`src/design/wcg_pkg.sv`:
```
// wcg_pkg: shared widths, register indexes, window kinds and fixed-point constants
// for the window coefficient generator; no dependencies

package wcg_pkg;

    // field widths
    localparam int IDX_W     = 14;
    localparam int LEN_W     = 15;
    localparam int KIND_W    = 2;
    localparam int COEF_W    = 17;
    localparam int CFG_IDX_W = 1;
    localparam int CFG_W     = 15;

    // configuration register indexes
    localparam logic [CFG_IDX_W-1:0] REG_KIND   = 1'b0;
    localparam logic [CFG_IDX_W-1:0] REG_LENGTH = 1'b1;

    // window kinds
    typedef enum logic [KIND_W-1:0] {
        KIND_HANN    = 2'd0,
        KIND_HAMMING = 2'd1,
        KIND_NUTTALL = 2'd2
    } window_kind_t;

    localparam logic [LEN_W-1:0] DEFAULT_LENGTH     = 15'd1024;
    localparam int unsigned      DEFAULT_MAX_LENGTH = 16384;

    // phase as a 24-bit fraction of a turn, three harmonic lanes
    localparam int PHASE_W   = 24;
    localparam int LANES     = 3;
    localparam int DIV_STEPS = PHASE_W;

    localparam logic [22:0] QUARTER_TURN = 23'h40_0000;
    localparam logic [21:0] EIGHTH_TURN  = 22'h20_0000;

    // Q30 arithmetic
    localparam logic [30:0] ONE_Q30     = 31'h4000_0000;
    localparam logic [30:0] PI_HALF_Q30 = 31'd1686629713;

    // series evaluation: five steps, divisor and 2^32/divisor (floor) per step
    localparam int HORNER_STEPS = 5;
    localparam logic [6:0]  COS_DIV [HORNER_STEPS] = '{7'd90, 7'd56, 7'd30, 7'd12, 7'd2};
    localparam logic [6:0]  SIN_DIV [HORNER_STEPS] = '{7'd110, 7'd72, 7'd42, 7'd20, 7'd6};
    localparam logic [31:0] COS_RCP [HORNER_STEPS] = '{
        32'd47721858, 32'd76695844, 32'd143165576, 32'd357913941, 32'd2147483648
    };
    localparam logic [31:0] SIN_RCP [HORNER_STEPS] = '{
        32'd39045157, 32'd59652323, 32'd102261126, 32'd214748364, 32'd715827882
    };

    // window weights, Q30
    localparam logic [29:0] HANN_A0    = 30'd536870912;
    localparam logic [29:0] HAMMING_A0 = 30'd579820585;
    localparam logic [29:0] HAMMING_A1 = 30'd493921239;
    localparam logic [29:0] NUTTALL_A0 = 30'd382002981;
    localparam logic [29:0] NUTTALL_A1 = 30'd523337470;
    localparam logic [29:0] NUTTALL_A2 = 30'd154867931;
    localparam logic [29:0] NUTTALL_A3 = 30'd13533442;

    // pipeline latencies of the two sub-blocks
    localparam int PHASE_LAT = DIV_STEPS + 1;
    localparam int COS_LAT   = 4 * HORNER_STEPS + 5;

endpackage

```
`src/design/wcg_phase.sv`:
```
// wcg_phase: pipelined restoring divider giving the turn fraction m*i/D for m = 1..3
// depends on wcg_pkg

module wcg_phase (
    input  logic                             clk,
    input  logic [wcg_pkg::IDX_W-1:0]        idx,
    input  logic [wcg_pkg::LEN_W-1:0]        divisor,
    input  logic                             div_zero,
    output logic [wcg_pkg::PHASE_W-1:0]      phase [wcg_pkg::LANES]
);

    localparam int LW = wcg_pkg::LEN_W;
    localparam int PW = wcg_pkg::PHASE_W;
    localparam int NL = wcg_pkg::LANES;
    localparam int NS = wcg_pkg::DIV_STEPS;

    logic [LW-1:0] rem_reg [NS+1][NL];
    logic [PW-1:0] quo_reg [NS+1][NL];
    logic [LW-1:0] d_reg   [NS+1];
    logic          dz_reg  [NS+1];

    // integer part: for an in-range index m*i is at most 3*D, so at most two subtractions
    logic [15:0]   mi       [NL];
    logic [15:0]   d_x1;
    logic [15:0]   d_x2;
    logic [LW-1:0] rem_next [NL];

    assign mi[0] = {2'b00, idx};
    assign mi[1] = {1'b0, idx, 1'b0};
    assign mi[2] = {1'b0, idx, 1'b0} + {2'b00, idx};
    assign d_x1  = {1'b0, divisor};
    assign d_x2  = {divisor, 1'b0};

    always_comb
    begin
        for (int l = 0; l < NL; l++)
        begin
            if (mi[l] >= d_x2)
            begin
                rem_next[l] = LW'(mi[l] - d_x2);
            end
            else if (mi[l] >= d_x1)
            begin
                rem_next[l] = LW'(mi[l] - d_x1);
            end
            else
            begin
                rem_next[l] = LW'(mi[l]);
            end
        end
    end

    always_ff @(posedge clk)
    begin
        for (int l = 0; l < NL; l++)
        begin
            rem_reg[0][l] <= rem_next[l];
            quo_reg[0][l] <= '0;
        end
        d_reg[0]  <= divisor;
        dz_reg[0] <= div_zero;
    end

    // one fraction bit per stage
    for (genvar k = 0; k < NS; k++)
    begin : g_step
        for (genvar l = 0; l < NL; l++)
        begin : g_lane
            logic [LW:0]   shl;
            logic          ge;
            logic [LW-1:0] step_rem_next;
            logic [PW-1:0] step_quo_next;

            assign shl           = {rem_reg[k][l], 1'b0};
            assign ge            = shl >= {1'b0, d_reg[k]};
            assign step_rem_next = ge ? LW'(shl - {1'b0, d_reg[k]}) : LW'(shl);
            assign step_quo_next = {quo_reg[k][l][PW-2:0], ge};

            always_ff @(posedge clk)
            begin
                rem_reg[k+1][l] <= step_rem_next;
                quo_reg[k+1][l] <= step_quo_next;
            end
        end

        always_ff @(posedge clk)
        begin
            d_reg[k+1]  <= d_reg[k];
            dz_reg[k+1] <= dz_reg[k];
        end
    end

    // a zero divisor means phase zero
    always_comb
    begin
        for (int l = 0; l < NL; l++)
        begin
            phase[l] = dz_reg[NS] ? '0 : quo_reg[NS][l];
        end
    end

endmodule

```
`config.mk`:
```
export PLATFORM = sky130hd
export DESIGN_NAME = wcg_phase
export DESIGN_NICKNAME = d
export VERILOG_FILES = /design/src/design/wcg_pkg.sv /design/src/design/wcg_phase.sv
export SDC_FILE = /design/constraint.sdc
export NUM_CORES = 2
export LEC_CHECK = 0
export BUFFER_PORTS_ARGS = -buffer_cell sky130_fd_sc_hd__buf_2
export CORE_ASPECT_RATIO = 0.5
export CORE_MARGIN = 2
export CORE_UTILIZATION = 55
export CTS_BUF_LIST = sky130_fd_sc_hd__clkbuf_4 sky130_fd_sc_hd__clkbuf_8
export CTS_CLUSTER_DIAMETER = 120
export CTS_CLUSTER_SIZE = 25
export DETAILED_ROUTE_END_ITERATION = 7
export PLACE_DENSITY = 0.74
export REMOVE_ABC_BUFFERS = 1
export SYNTH_ARGS = -nofsm -noshare
export SYNTH_HDL_FRONTEND = slang
export SYNTH_SLANG_ARGS = --single-unit
```
`constraint.sdc`:
```
create_clock -name clk -period 4.48 [get_ports clk]
set_input_delay 0.448 -clock clk [delete_from_list [all_inputs] [get_ports clk]]
set_output_delay 0.448 -clock clk [all_outputs]
set_load 0.005 [all_outputs]
```
# After elaboration in Yosys (flattened, before gate mapping)
# Memories as Yosys holds them, arrays and structs flattened.
# Cells that the tools add are included.
# classes
order_cmp	78
n_addsub	79
muxes	81
# ops
operator	count
$mux W15	78
$ge A16 B15 Y1	73
$sub A15 B15 Y15	76
$mux W24	3
$sub A14 B15 Y15	2
$add A15 B14 Y16	1
$ge A14 B16 Y1	1
$ge A15 B16 Y1	1
$ge A16 B16 Y1	1
$ge A14 B15 Y1	1
$ge A15 B15 Y1	1
# totals
mem_bits_rw	3325
inputBits	31
wordCells	242
regBits	0
out_inout_bits	72
memories	4
# memory_table
memory	words	width	rd	rd_clocked_by_memory_dff	write_ports	line_no	source
quo_reg	25	72	25	0	25	wcg_phase.sv:18	logic [PW-1:0] quo_reg [NS+1][NL];
rem_reg	25	45	24	0	25	wcg_phase.sv:17	logic [LW-1:0] rem_reg [NS+1][NL];
d_reg	25	15	24	0	25	wcg_phase.sv:19	logic [LW-1:0] d_reg [NS+1];
dz_reg	25	1	25	0	25	wcg_phase.sv:20	logic dz_reg [NS+1];

# Depth between registers and ports, before layout
# logic_depth
word_depth	4
mapped_depth	19
depth_no_buf	18

# Worst setup path after synthesis
# Ideal clock, no wire load.
# synth_path
path_kind	input port to flip-flop
start	input port idx[0] (netlist bit)
end	memory rem_reg[0][11] (netlist bit)
setup_slack_ps	35
t_arrival_ps	4314
path_stages	19
required_ps	4349
setup_ps	131
n_path_buf	1
cell_sequence	ha_1 > inv_1 > fa_1 > nand2b_1 > a21oi_1 > or4_1 > a31o_1 > a21oi_1 > xnor2_1 > ha_1 > a21oi_1 > o21a_1 > o211a_1 > o31ai_1 > o31a_1 > a2111oi_4 > buf_6 > mux2i_1 > mux2i_1
# synth_rtl
item	line_no	source
start: declaration	wcg_phase.sv:6	input logic [wcg_pkg::IDX_W-1:0] idx,
end: declaration	wcg_phase.sv:17	

==> summary.md <==
| Metric | Value |
|---|---|
| Yosys warns | `0` |
| Final setup violating endpoints | `0` |
| Core area | `between 200000 and 250000 um^2` |
| P per Cell Area | `roughly 800 nW/um^2` |
| Largest register FFs | `approximately 1100` |
| Worst vdd ir | `around 0.39 mV` |
| Switch Pwr | `around 0.040 W` |
| Crit end category | `flip-flop` |
| Critical-path cell list | `dlygate4sd3_1 > buf_2 > buf_4 > buf_4 > ha_1 > a21oi_1 > o2111ai_1 > a21o_1 > a221o_1 > xor2_1 > ha_1 > nand2_1 > o21a_1 > o211a_1 > o31ai_1 > o31a_1 > a2111oi_4 > buf_4 > buf_4 > buf_6 > a31o_2 > a31oi_1` |
| Residual DRC | `0` |
| First drt pass iteration count | `8` |
| Fin crit share | `0.960` |
| CTS max path bufs | `3` |
| Placer Congestion | `about 0.97` |
| Post-Place Worst Slack | `-0.191 ns` |
| Number of synthesized flops with an enable pin | `0` |
| Slowest library cell on the worst path | `dlygate4sd3_1` |
| Final Non-Filler Cells | `around 15000` |
| Die area | `between 200000 and 250000 um^2` |
| Dpl hpwl | `between 200000 and 250000 um` |
| Multi-input gate area | `62400 um^2` |
| Seq/Total Area, Yosys | `0.418` |
| Fin util | `0.587` |
| Largest net degree at the start of global routing | `63` |
| Clock Power Share | `0.084` |
| Mapped Area | `about 110000 um^2` |
| Power share of the combinational group | `0.553` |
| Status | `finished clean` |
| Mean Syn Cell Area | `a little under 10 um^2` |
| HP Start | `divisor[9]` |
| Nets | `around 13000` |
| Max-cap viol count | `0` |
| Tot GR Track Use | `0.260` |
| RSZ-0062 raised after global routing | `no` |
| Share of layout cells above drive strength 1 | `0.112` |
| Setup CP Type | `input pin to flip-flop` |
| Area leader, netlist | `dfxtp_1` |
| Reg2Reg Setup Slack | `approximately 0.64 ns` |
| Final worst setup slack | `roughly 0.18 ns` |
| WP data required | `approximately 5.4 ns` |
| CP Max Fanout | `4` |
| Worst-Skew Late Latency | `roughly 0.96 ns` |
| H-tree Lvls | `3` |
| Final Skew | `approximately 0.096 ns` |
| Max transition margin | `0.226` |
| CP Launch Type | `input pin` |
| Final min period | `between 4 and 5 ns` |
| Initial antenna violation count | `6` |
| Most frequent CP cell | `buf_4` |
| Clock slew at reported path FFs | `approximately 0.16 ns` |
| Initial core utilization | `0.555` |
| CP startpoint | `idx[1]` |
| Die W | `about 650 um` |
| # resized after CTS | `0` |
| Final Max Tran Viols | `0` |
| Cells after Synth | `11500` |
| Top cells by area, synth | `dfxtp_1 42%, ha_1 13%, mux2_2 7.9%` |
| Fill cell count | `approximately 17000` |
| Register area | `between 40000 and 50000 um^2` |
| Drt initial violations | `approximately 5800` |
| Pint | `between 0.05 and 0.06 W` |
| First-pass GRT wire length | `434000 um` |
| Clock Sinks | `between 2000 and 2500` |
| Port Buf Inserts | `102` |
| Sw Ratio | `0.404` |
| Vias post-DR | `between 80000 and 90000` |
| Vias in the first global route | `~80000` |
| Dpl cells | `between 10000 and 15000` |
| Site Rows | `roughly 120` |
| Cell leakage power | `between 50 and 60 nW` |
| Top cell type's share of synthesized area | `0.418` |
| Library cells used by synthesis | `67` |
| GR Overflow Total | `0` |
| Reg2reg start | `d_reg[0][99]` |
| Max Freq | `0.233 GHz` |
| Worst min path class | `input pin to flip-flop` |
| Worst Path Arrival | `5.21 ns` |
| Vias per Instance | `between 5 and 6` |
| Ys flop type | `dfxtp_1` |
| Sequential cell fraction of total power | `0.363` |
| TritonCTS clock tree | `yes` |
| Clock Tree Root | `clkbuf_8` |
| Post-Route WL | `~280000 um` |
| Antenna-violating nets left | `0` |
| TritonCTS buffer count | `104` |
| Total Neg Setup Slack | `0 ns` |
| Fraction of registers with async set/reset | `0` |
| Die H | `approximately 320 um` |
| Worst-margin pin slew | `about 1.2 ns` |
| Worst stage delay on the critical path | `around 0.54 ns` |
| Hold Vio Cnt, Final | `0` |
| Number of synthesized register bits | `2365` |
| Wire per inst | `a little under 20 um` |
| Io pins | `between 100 and 150` |
| Area grow syn2layout | `5.74%` |
-- worst paths after layout --
kind	end	cells past startpoint
setup reg to reg	rem_reg[0][317]	10
hold / removal	d_reg[0][9]	2
hold reg to reg	quo_reg[1][76]	0
setup / recovery	rem_reg[0][10]	22
-- final cells by class --
| type | instances | area share |
|---|---|---|
| Tap cell | 2737 | 0.0286 |
| Multi-Input combinational cell | 8222 | 0.522 |
| Timing Repair Buffer | 270 | 0.0158 |
| Inverter | 813 | 0.0255 |
| Sequential cell | 2365 | 0.396 |
| Clock inverter | 8 | 0.000742 |
| Antenna cell | 6 | 0.000125 |
| Clock buffer | 105 | 0.0120 |
-- cells in the final DEF, fill, tap and decap left out, types with 38 or more instances in the layout --
cell type     n
o311ai_0     41
ha_1       1162
dfxtp_1    2364
o31ai_1     132
nand4_1     169
a2111oi_0    38
or3_1       101
a211o_1     118
nor4_1      135
a311oi_1     81
a21boi_0     49
fa_1         75
nor3_1      355
nand3_1     277
nor2b_1     300
and4_1       40
o21ai_0     453
nand2b_1     64
or2_2       129
buf_2       102
nor2_1      868
xnor2_1     451
a21o_1      195
clkbuf_8    104
inv_1       813
nand2_1     481
o21a_1      165
xor2_1      202
buf_4       134
a211oi_1    223
a21oi_1     675
and3_1       48
mux2_2      798
mux2i_1     115
-- synth_stat cells (all sizes together) (195+ instances only) --
| master | number |
|---|---|
| a21o | 195 |
| ha | 1162 |
| dfxtp | 2365 |
| a21oi | 675 |
| nand2 | 481 |
| a211oi | 223 |
| o21ai | 481 |
| xor2 | 202 |
| mux2 | 798 |
| nand3 | 277 |
| nor2b | 300 |
| nor3 | 355 |
| inv | 813 |
| xnor2 | 451 |
| nor2 | 868 |
-- power groups by stage --
stage          logic [W]  clock network, W  registers, W
2_1_floorplan     0.0423                 0        0.0337
3_3_place_gp      0.0523                 0        0.0362
3_5_place_dp      0.0533                 0        0.0364
4_1_cts           0.0538           0.00854        0.0359
5_1_grt           0.0601           0.00927        0.0366
6_report          0.0545           0.00827        0.0358
-- critical path: cells and delay by family --
family,cells,cell delay (ns)
AO/OA/AOI/OAI,11,2.48
adder cells (fa/ha/maj),2,0.62
buffers and inverters,7,1.38
AND/OR/NAND/NOR,1,0.06
XOR/XNOR,1,0.20
-- timing repair --
action,4_1_cts,5_1_grt
setup buffers,0,2
setup endpoints to repair,0,1
hold endpoints to repair,48,0
hold buffers,30,0
-- layer usage --
layer  track usage  routed length (um)  share of wire
met2         0.444              132000           0.47
met5             0                  24       0.000085
met3        0.0297               13200          0.047
met1         0.325              122000           0.43
met4         0.131               16000          0.056
-- cells by family (layout without fill, tap and decap cells) --
group           after synthesis  count (layout)  share of synthesized area
compound gates             2403            2403                      0.139
xor+xnor                    653             653                     0.0505
fa+ha+maj                  1237            1237                      0.142
buf+inv                     908            1196                     0.0304
flops                      2365            2365                      0.418
mux                         913             913                     0.0895
other cells                   0               6                          0
simple gates               3016            3016                      0.131
-- through the flow --
stage	total power [W]	hold WS, ns	cell area (um^2)
detailed placement	0.0897	0.312	118000
floorplan	0.0759	0.310	113000
global route	0.106	0.0865	120000
global placement	0.0886	0.310	118000
CTS	0.0982	0.0404	120000
finish	0.0986	0.123	120000
(Power assumes the default switching activity.)
